===== src/ccrle_pkg.sv =====
// Package for the character-code run-length encoder.
// Holds shared types, result kind codes and the character code table.
// No dependencies.
`timescale 1ns / 1ps

package ccrle_pkg;

   localparam int CodeWidth  = 7;
   localparam int ValueWidth = 8;
   localparam int LenWidth   = 8;

   typedef enum logic [1:0] {
      KIND_CODE   = 2'd0,
      KIND_MARKER = 2'd1,
      KIND_COUNT  = 2'd2
   } kind_type;

   // CSR indexes
   localparam logic CSR_MARKER_VALUE = 1'b0;
   localparam logic CSR_COPY_LIMIT   = 1'b1;

   // One run to be sent out
   typedef struct packed {
      logic                 vld;
      logic [CodeWidth-1:0] code;
      logic [LenWidth-1:0]  len;
      logic                 esc;
   } job_type;

   // Work caused by one input item: the closed old run, then the end-of-string run
   typedef struct packed {
      job_type a;
      job_type b;
   } entry_type;

   typedef struct packed {
      logic empty;
      logic full;
   } q_status_type;

   function automatic logic [CodeWidth-1:0] code_of(input logic [7:0] b);
      logic [CodeWidth-1:0] c;
      c = '0;
      case (b)
         8'd33:   c = 7'd116;
         8'd34:   c = 7'd118;
         8'd35:   c = 7'd104;
         8'd36:   c = 7'd103;
         8'd37:   c = 7'd111;
         8'd38:   c = 7'd113;
         8'd39:   c = 7'd99;
         8'd48:   c = 7'd117;
         8'd64:   c = 7'd110;
         8'd65:   c = 7'd123;
         8'd80:   c = 7'd119;
         8'd100:  c = 7'd120;
         8'd101:  c = 7'd2;
         8'd102:  c = 7'd122;
         8'd103:  c = 7'd124;
         8'd116:  c = 7'd121;
         default: begin
            if (b inside {[8'd40:8'd63], [8'd66:8'd90]}) begin
               c = 7'(b - 8'd32);
            end else if (b inside {[8'd95:8'd99], [8'd104:8'd122]}) begin
               c = 7'(b - 8'd36);
            end else begin
               c = '0;
            end
         end
      endcase
      return c;
   endfunction

endpackage


===== src/ccrle_if.sv =====
// Handshake channel interfaces for the encoder: character input and result output.
// No dependencies; the field widths are written out as literals.
`timescale 1ns / 1ps

interface ccrle_req_if;
   logic       valid;
   logic       ready;
   logic [7:0] char_byte;
   logic       end_of_string;

   modport source (output valid, output char_byte, output end_of_string, input ready);
   modport sink   (input valid, input char_byte, input end_of_string, output ready);
endinterface

interface ccrle_rsp_if;
   logic       valid;
   logic       ready;
   logic [7:0] value;
   logic [1:0] kind;
   logic       last_of_burst;

   modport source (output valid, output value, output kind, output last_of_burst,
                   input ready);
   modport sink   (input valid, input value, input kind, input last_of_burst,
                   output ready);
endinterface


===== src/char_code_run_length_encoder.sv =====
// Top level of the character-code run-length encoder with escape marker.
// Depends on ccrle_pkg, ccrle_if, ccrle_front, ccrle_queue and ccrle_back.
//
// Usage:
//  - req channel: one character byte per transfer, end_of_string on the last
//    character of a string flushes the open run.
//  - rsp channel: result transfers (code, marker or run count), with
//    last_of_burst on the final result caused by one input item.
//  - csr port: csr_wr_en/csr_index/csr_wr_data; index 0 is marker_value,
//    index 1 is copy_limit. Write only while the block is idle.
//  - Path: job queue, back-end job register, then output register.
//  - Throughput: the front accepts one item per cycle while the job queue
//    has room; each item produces 0 to 4 results and the back end sends one
//    result per cycle while rsp is ready, so the rsp port sets the
//    sustained rate.
//  - Receiver stall: rsp holds its result; the queue fills up to QUEUE_DEPTH
//    items with output, then req.ready drops, also for items that only
//    extend a run.
//  - Reset: run state clears, queue empties, registers return to
//    marker 126 and copy limit 3.
`timescale 1ns / 1ps

module char_code_run_length_encoder #(
   parameter int MAX_RUN     = 255,  // 4..255
   parameter int QUEUE_DEPTH = 4     // 2 or more
) (
   input  logic       clock,
   input  logic       reset,
   ccrle_req_if.sink  req,
   ccrle_rsp_if.source rsp,
   input  logic       csr_wr_en,
   input  logic       csr_index,
   input  logic [7:0] csr_wr_data
);
   import ccrle_pkg::*;

   logic [7:0] marker_value_ff;
   logic [1:0] copy_limit_ff;

   logic         push;
   entry_type    push_entry;
   logic         pop;
   entry_type    head;
   q_status_type q_status;

   // config registers
   always_ff @(posedge clock) begin
      if (reset) begin
         marker_value_ff <= 8'd126;
         copy_limit_ff   <= 2'd3;
      end else if (csr_wr_en) begin
         case (csr_index)
            CSR_MARKER_VALUE: marker_value_ff <= csr_wr_data;
            CSR_COPY_LIMIT:   copy_limit_ff   <= csr_wr_data[1:0];
            default:          marker_value_ff <= marker_value_ff;
         endcase
      end
   end

   // front: classify and track runs
   ccrle_front #(
      .MAX_RUN (MAX_RUN)
   ) u_front (
      .clock      (clock),
      .reset      (reset),
      .req        (req),
      .copy_limit (copy_limit_ff),
      .q_status   (q_status),
      .push       (push),
      .push_entry (push_entry)
   );

   // job queue decouples the two sides
   ccrle_queue #(
      .DEPTH (QUEUE_DEPTH)
   ) u_queue (
      .clock      (clock),
      .reset      (reset),
      .push       (push),
      .push_entry (push_entry),
      .pop        (pop),
      .head       (head),
      .status     (q_status)
   );

   // back: expand jobs into result transfers
   ccrle_back u_back (
      .clock        (clock),
      .reset        (reset),
      .head         (head),
      .q_status     (q_status),
      .pop          (pop),
      .marker_value (marker_value_ff),
      .rsp          (rsp)
   );

endmodule


===== src/ccrle_front.sv =====
// Front end: maps characters to codes, tracks the open run, emits flush jobs.
// Depends on ccrle_pkg and ccrle_req_if.
`timescale 1ns / 1ps

module ccrle_front #(
   parameter int MAX_RUN = 255
) (
   input  logic                   clock,
   input  logic                   reset,
   ccrle_req_if.sink              req,
   input  logic [1:0]             copy_limit,
   input  ccrle_pkg::q_status_type q_status,
   output logic                   push,
   output ccrle_pkg::entry_type   push_entry
);
   import ccrle_pkg::*;

   logic [CodeWidth-1:0] held_code_ff, held_code_in;
   logic [LenWidth-1:0]  run_len_ff, run_len_in;
   logic                 run_open_ff, run_open_in;

   logic [CodeWidth-1:0] code;
   logic [LenWidth-1:0]  lim;
   logic                 extend;
   logic [CodeWidth-1:0] new_code;
   logic [LenWidth-1:0]  new_len;
   logic                 take;

   assign req.ready = !q_status.full;
   assign take      = req.valid && req.ready;

   always_comb begin
      code   = code_of(req.char_byte);
      lim    = (copy_limit == 2'd0) ? 8'd1 : {6'd0, copy_limit};
      extend = run_open_ff && (code == held_code_ff) && (run_len_ff < LenWidth'(MAX_RUN));

      push_entry = '0;
      if (extend) begin
         new_code = held_code_ff;
         new_len  = run_len_ff + 8'd1;
      end else begin
         new_code          = code;
         new_len           = 8'd1;
         push_entry.a.vld  = run_open_ff;
         push_entry.a.code = held_code_ff;
         push_entry.a.len  = run_len_ff;
         push_entry.a.esc  = run_len_ff > lim;
      end

      if (req.end_of_string) begin
         push_entry.b.vld  = 1'b1;
         push_entry.b.code = new_code;
         push_entry.b.len  = new_len;
         push_entry.b.esc  = new_len > lim;
         held_code_in      = '0;
         run_len_in        = '0;
         run_open_in       = 1'b0;
      end else begin
         held_code_in = new_code;
         run_len_in   = new_len;
         run_open_in  = 1'b1;
      end

      push = take && (push_entry.a.vld || push_entry.b.vld);
   end

   always_ff @(posedge clock) begin
      if (reset) begin
         held_code_ff <= '0;
         run_len_ff   <= '0;
         run_open_ff  <= 1'b0;
      end else if (take) begin
         held_code_ff <= held_code_in;
         run_len_ff   <= run_len_in;
         run_open_ff  <= run_open_in;
      end
   end

endmodule


===== src/ccrle_queue.sv =====
// Small job queue between front and back end.
// Depends on ccrle_pkg for the entry and status types.
`timescale 1ns / 1ps

module ccrle_queue #(
   parameter int DEPTH = 4
) (
   input  logic                    clock,
   input  logic                    reset,
   input  logic                    push,
   input  ccrle_pkg::entry_type    push_entry,
   input  logic                    pop,
   output ccrle_pkg::entry_type    head,
   output ccrle_pkg::q_status_type status
);
   import ccrle_pkg::*;

   localparam int PtrW = $clog2(DEPTH);
   localparam int CntW = $clog2(DEPTH + 1);

   entry_type         mem_ff [DEPTH];
   logic [PtrW-1:0]   wr_ptr_ff, wr_ptr_in;
   logic [PtrW-1:0]   rd_ptr_ff, rd_ptr_in;
   logic [CntW-1:0]   count_ff, count_in;

   function automatic logic [PtrW-1:0] ptr_inc(input logic [PtrW-1:0] p);
      return (p == PtrW'(DEPTH - 1)) ? '0 : p + 1'b1;
   endfunction

   assign status.empty = (count_ff == '0);
   assign status.full  = (count_ff == CntW'(DEPTH));
   assign head         = mem_ff[rd_ptr_ff];

   always_comb begin
      wr_ptr_in = push ? ptr_inc(wr_ptr_ff) : wr_ptr_ff;
      rd_ptr_in = pop ? ptr_inc(rd_ptr_ff) : rd_ptr_ff;
      count_in  = count_ff;
      if (push && !pop) begin
         count_in = count_ff + 1'b1;
      end else if (pop && !push) begin
         count_in = count_ff - 1'b1;
      end
   end

   always_ff @(posedge clock) begin
      if (reset) begin
         wr_ptr_ff <= '0;
         rd_ptr_ff <= '0;
         count_ff  <= '0;
      end else begin
         wr_ptr_ff <= wr_ptr_in;
         rd_ptr_ff <= rd_ptr_in;
         count_ff  <= count_in;
      end
   end

   always_ff @(posedge clock) begin
      if (push) begin
         mem_ff[wr_ptr_ff] <= push_entry;
      end
   end

endmodule


===== src/ccrle_back.sv =====
// Back end: expands queued flush jobs into result transfers, one per cycle while rsp is ready.
// Depends on ccrle_pkg and ccrle_rsp_if.
`timescale 1ns / 1ps

module ccrle_back (
   input  logic                    clock,
   input  logic                    reset,
   input  ccrle_pkg::entry_type    head,
   input  ccrle_pkg::q_status_type q_status,
   output logic                    pop,
   input  logic [7:0]              marker_value,
   ccrle_rsp_if.source             rsp
);
   import ccrle_pkg::*;

   logic      busy_ff, busy_in;
   entry_type cur_ff, cur_in;
   logic      on_b_ff, on_b_in;
   logic [1:0] step_ff, step_in;

   logic       out_valid_ff, out_valid_in;
   logic [7:0] out_value_ff, out_value_in;
   kind_type   out_kind_ff, out_kind_in;
   logic       out_last_ff, out_last_in;

   job_type    job;
   logic [1:0] total;
   logic       job_last;
   logic       entry_last;
   logic       load_out;
   logic       fin;

   always_comb begin
      job        = on_b_ff ? cur_ff.b : cur_ff.a;
      // escaped run: code, marker, count; copied run: len copies (len <= 3)
      total      = job.esc ? 2'd3 : job.len[1:0];
      job_last   = (step_ff == total - 2'd1);
      entry_last = job_last && (on_b_ff || !cur_ff.b.vld);
      load_out   = busy_ff && (!out_valid_ff || rsp.ready);
      fin        = load_out && entry_last;
      pop        = !q_status.empty && (!busy_ff || fin);

      out_value_in = {1'b0, job.code};
      out_kind_in  = KIND_CODE;
      if (job.esc) begin
         case (step_ff)
            2'd1: begin
               out_value_in = marker_value;
               out_kind_in  = KIND_MARKER;
            end
            2'd2: begin
               out_value_in = job.len;
               out_kind_in  = KIND_COUNT;
            end
            default: begin
               out_value_in = {1'b0, job.code};
               out_kind_in  = KIND_CODE;
            end
         endcase
      end
      out_last_in = entry_last;

      busy_in = busy_ff;
      cur_in  = cur_ff;
      on_b_in = on_b_ff;
      step_in = step_ff;
      if (pop) begin
         busy_in = 1'b1;
         cur_in  = head;
         on_b_in = !head.a.vld;
         step_in = 2'd0;
      end else if (fin) begin
         busy_in = 1'b0;
      end else if (load_out) begin
         if (job_last) begin
            on_b_in = 1'b1;
            step_in = 2'd0;
         end else begin
            step_in = step_ff + 2'd1;
         end
      end

      if (load_out) begin
         out_valid_in = 1'b1;
      end else if (rsp.ready) begin
         out_valid_in = 1'b0;
      end else begin
         out_valid_in = out_valid_ff;
      end
   end

   always_ff @(posedge clock) begin
      if (reset) begin
         busy_ff      <= 1'b0;
         on_b_ff      <= 1'b0;
         step_ff      <= 2'd0;
         out_valid_ff <= 1'b0;
      end else begin
         busy_ff      <= busy_in;
         on_b_ff      <= on_b_in;
         step_ff      <= step_in;
         out_valid_ff <= out_valid_in;
      end
   end

   always_ff @(posedge clock) begin
      cur_ff <= cur_in;
      if (load_out) begin
         out_value_ff <= out_value_in;
         out_kind_ff  <= out_kind_in;
         out_last_ff  <= out_last_in;
      end
   end

   assign rsp.valid         = out_valid_ff;
   assign rsp.value         = out_value_ff;
   assign rsp.kind          = out_kind_ff;
   assign rsp.last_of_burst = out_last_ff;

endmodule


===== src/flat_wrapper.sv =====
// flat-port wrapper written by rule: the top's interface ports become plain ports
module char_code_run_length_encoder_flat import ccrle_pkg::*;
#(
   parameter int MAX_RUN     = 255,           
   parameter int QUEUE_DEPTH = 4                 
)
  (clock, reset, csr_wr_en, csr_index, csr_wr_data, req_valid, req_char_byte, req_end_of_string, req_ready, rsp_valid, rsp_value, rsp_kind, rsp_last_of_burst, rsp_ready);
  ccrle_req_if req_i ();
  ccrle_rsp_if rsp_i ();
  input  logic clock;
  input  logic reset;
  input  logic csr_wr_en;
  input  logic csr_index;
  input  logic [7:0] csr_wr_data;
  input wire logic [$bits(req_i.valid)-1:0] req_valid;
  input wire logic [$bits(req_i.char_byte)-1:0] req_char_byte;
  input wire logic [$bits(req_i.end_of_string)-1:0] req_end_of_string;
  output wire logic [$bits(req_i.ready)-1:0] req_ready;
  output wire logic [$bits(rsp_i.valid)-1:0] rsp_valid;
  output wire logic [$bits(rsp_i.value)-1:0] rsp_value;
  output wire logic [$bits(rsp_i.kind)-1:0] rsp_kind;
  output wire logic [$bits(rsp_i.last_of_burst)-1:0] rsp_last_of_burst;
  input wire logic [$bits(rsp_i.ready)-1:0] rsp_ready;
  assign req_i.valid = req_valid;
  assign req_i.char_byte = req_char_byte;
  assign req_i.end_of_string = req_end_of_string;
  assign req_ready = req_i.ready;
  assign rsp_valid = rsp_i.valid;
  assign rsp_value = rsp_i.value;
  assign rsp_kind = rsp_i.kind;
  assign rsp_last_of_burst = rsp_i.last_of_burst;
  assign rsp_i.ready = rsp_ready;
  char_code_run_length_encoder #(.MAX_RUN(MAX_RUN), .QUEUE_DEPTH(QUEUE_DEPTH)) u_core (.clock(clock), .reset(reset), .req(req_i), .rsp(rsp_i), .csr_wr_en(csr_wr_en), .csr_index(csr_index), .csr_wr_data(csr_wr_data));
endmodule

===== config.mk =====
export PLATFORM = sky130hd
export DESIGN_NAME = char_code_run_length_encoder_flat
export DESIGN_NICKNAME = d
export VERILOG_FILES = /design/src/ccrle_pkg.sv /design/src/ccrle_if.sv /design/src/char_code_run_length_encoder.sv /design/src/ccrle_front.sv /design/src/ccrle_queue.sv /design/src/ccrle_back.sv /design/src/flat_wrapper.sv
export SDC_FILE = /design/constraint.sdc
export NUM_CORES = 1
export LEC_CHECK = 0
export ABC_AREA = 1
export BUFFER_PORTS_ARGS = -buffer_cell sky130_fd_sc_hd__buf_2
export CAP_MARGIN = 20
export CORE_ASPECT_RATIO = 1.75
export CORE_MARGIN = 8
export CORE_UTILIZATION = 58
export CTS_CLUSTER_SIZE = 40
export DETAILED_ROUTE_END_ITERATION = 10
export PLACE_DENSITY = 0.75
export SLEW_MARGIN = 15
export SYNTH_ARGS = -nofsm -noshare
export SYNTH_HDL_FRONTEND = slang
export SYNTH_HIERARCHICAL = 1
export SYNTH_SLANG_ARGS = --single-unit

===== constraint.sdc =====
create_clock -name clock -period 5.44 [get_ports clock]
set_input_delay 0.544 -clock clock [delete_from_list [all_inputs] [get_ports clock]]
set_output_delay 0.544 -clock clock [all_outputs]
set_load 0.01 [all_outputs]

==> results.cfg <==
[sta]
period_needed_ns = 3.747
final.setup_skew_ns = 0.02071
holdWs_ns = 0.2964
hold_viol = 0
setup_slack_ns = 1.693
setup-tns-final_ns = 0
worstMarginPinSlew_ns = 0.7876
finalCritPeriodShare_pct = 68.87
fmax_mhz = 266.9
setup_viol = 0
maxSlewHeadroom_pct = 47.42
drv_slew = 0
grt_setup_unrepaired = no

[worst_setup_path]
criticalPathCategory = input port to flip-flop
worstSetupEndpointType = flip-flop
crit_chain = buf_2, inv_1, ha_1, nand2_1, inv_1, nand2_2, o21a_1, nand3_1, nor2_1, nand2_1, nand3_1, nand3_1, nor2_2, nand3_2, nand2_1, a21oi_1, ha_1, inv_1, fa_1, o21ai_0, nor2_1
timing.reg2reg.setup_slack_ns = 1.76
critPathLaunchType = input port
cp_slowest_stage_delay_ns = 0.43
cp_slowest_cell = fa_1
path_max_fanout = 11
cp.required_ns = 5.81
cp.arrival_ns = 4.11

[cts]
cts_root_buffer = clkbuf_16
cts.clk_slew.worst_paths_ns = 0.06
cts.sinks = 220
worstSkewPairLatency_ns = 0.49
max-clock-path-buffers = 3
ctsResizeCount = 0
post_cts_buffers = 0
cts_tree = built
hold_buffers = 0
cts_buffers = 20
cts_max_level = 1

[logic_synthesis]
async_reset_ff_share_pct = 0
synth-seq-cells = 220
ys_top_cells_by_count = edfxtp_1 (180), nand2_1 (180), nor2_1 (123)
synth_top_cell_area_share_pct = 51.72
syn_nets = 1080
avgSynthCellArea_um2 = 10.10
syn_inst = 1035
ys_seq_area_share_pct = 59.39
synth_top_cell_by_area = edfxtp_1
synthTopCellsByArea = edfxtp_1 (52%), dfxtp_1 (7.7%), nand2_1 (6.5%)
yosysWarnings = 6
syn-cell-area_mm2 = 0.01045
ys_types = 45
synthFlopType = edfxtp_1
synth_edf_count = 180

[power]
power.density_mw_per_mm2 = 461.0
ir_drop_mv = 0.2584
total_power_w = 0.005231
leakage_nw = 4.471

[final_layout]
nNetsFinal = 1105
area_delta_synth_final_pct = 8.597
antenna_cells = 0
fillers = 1389
drive_gt1_share_pct = 16.39

[routing]
drc = 0
drtIter0Drc = 440
post_drt_wl_per_cell_um = 17.83
dr.pass1.iters = 6
antenna_left = 0
drt_wl_total_um = 23320
vias = 7359
viasPerCell = 5.626

[placement]
port_buffers = 35
post-place-ws_ns = 1.231
finalWeightedCongestion = 0.9551
dpl.hpwl_um = 15910

[floorplan]
ios = 36
initial_core_util_pct = 58.67
core_area_mm2 = 0.01781
die_area_mm2 = 0.02274
die_w_um = 117.5
die_h_um = 193.6
rows = 65

[grt]
grt_pass1_vias = 7520
grt_antenna_before_repair = 0
grt_max_degree = 69
grt_pass1_wl_um = 37050
grt_usage_pct = 20.19
grt.overflow.total = 0

[flow_run]
cap_violations = 0

[outcome]
outcome = completed

[worst_hold_path]
min_path_type = input port to flip-flop
==> final timing paths <==
| kind | start | endpoint | cells after the start |
|---|---|---|---|
| worst max-delay path | req_char_byte[2] | u_core/u_queue/count_ff[1] | 21 |
| worst min-delay path | csr_wr_data[1] | u_core/copy_limit_ff[1] | 3 |
| worst max register to register | u_core/u_front/run_len_ff[1] | u_core/u_queue/mem_ff[1][11] | 18 |
| worst min register to register | u_core/marker_value_ff[6] | u_core/marker_value_ff[6] | 2 |
==> worst max-delay path, delay by kind of cell <==
kind	cells	cell delay [ns]
and+or+nand+nor	11	1.69
AOI/OAI and AO/OA	3	0.49
buffers and inverters	4	0.40
adders and majority gates	3	0.97
==> layer usage <==
metal	vias up	part of all wire [%]	GRT usage (%)
met5	-	0	0
met4	0	5.5	12.69
met3	69	3.7	2.711
met2	203	55	39.20
met1	3505	36	19.33
li1	3582	-	-
==> power by group <==
| part | leakage, nW | total, W | switching (W) | internal [W] |
|---|---|---|---|---|
| Sequential | 2.00 | 0.00238 | 0.000145 | 0.00223 |
| Clock | 0.318 | 0.00137 | 0.000573 | 0.000799 |
| Combinational | 2.15 | 0.00148 | 0.00103 | 0.000455 |
==> metrics by stage <==
step	area, um2	instances	utilization, %
3_5_place_dp	10700	1272	60.07
4_1_cts	11350	1308	63.72
6_report	11350	1308	63.72
2_1_floorplan	10450	1035	-
3_3_place_gp	10700	1272	60.07
5_1_grt	11350	1308	63.72
==> logic make-up (layout without fill, tap and decap cells) <==
logic type	after synthesis	in the layout	share of synthesized area [%]
adders and majority gates	22	22	2.706
and+or+nand+nor	464	464	20.27
buffers and inverters	146	185	6.633
DFF	220	220	59.39
xor gates and xnor gates	4	4	0.3352
AOI/OAI and AO/OA	179	179	10.67
==> cell usage in the layout (no fill, tap or decap), drive strengths merged, types with 34 or more instances in the layout <==
cell / n
nand2: 201
edfxtp: 180
nor2: 159
inv: 100
o21ai: 82
nand3: 74
buf: 43
a21oi: 41
dfxtp: 40
o22ai: 34
==> state kept, by name, summed over array words and instances (netlist names), 2 cells and up, named ones only <==
name / count
u_core/u_queue/mem_ff: 136
u_core/u_back/cur_ff: 33
u_core/marker_value_ff: 8
u_core/u_back/rsp.value: 8
u_core/u_front/run_len_ff: 8
u_core/u_front/held_code_ff: 7
u_core/u_queue/count_ff: 3
u_core/copy_limit_ff: 2
u_core/u_back/rsp.kind: 2
u_core/u_back/step_ff: 2
u_core/u_queue/rd_ptr_ff: 2
u_core/u_queue/wr_ptr_ff: 2
==> area by class of cell <==
class	instances	area [um2]	share of cell area, %
sequential	220	6207	54.70
timing repair buffer	43	235.2	2.073
multi-input combinational	669	3551	31.29
inverter	106	412.9	3.638
tap	234	292.8	2.580
clock buffer	23	533.0	4.697
clock inverter	13	116.4	1.025
(Power assumes the default switching activity.)
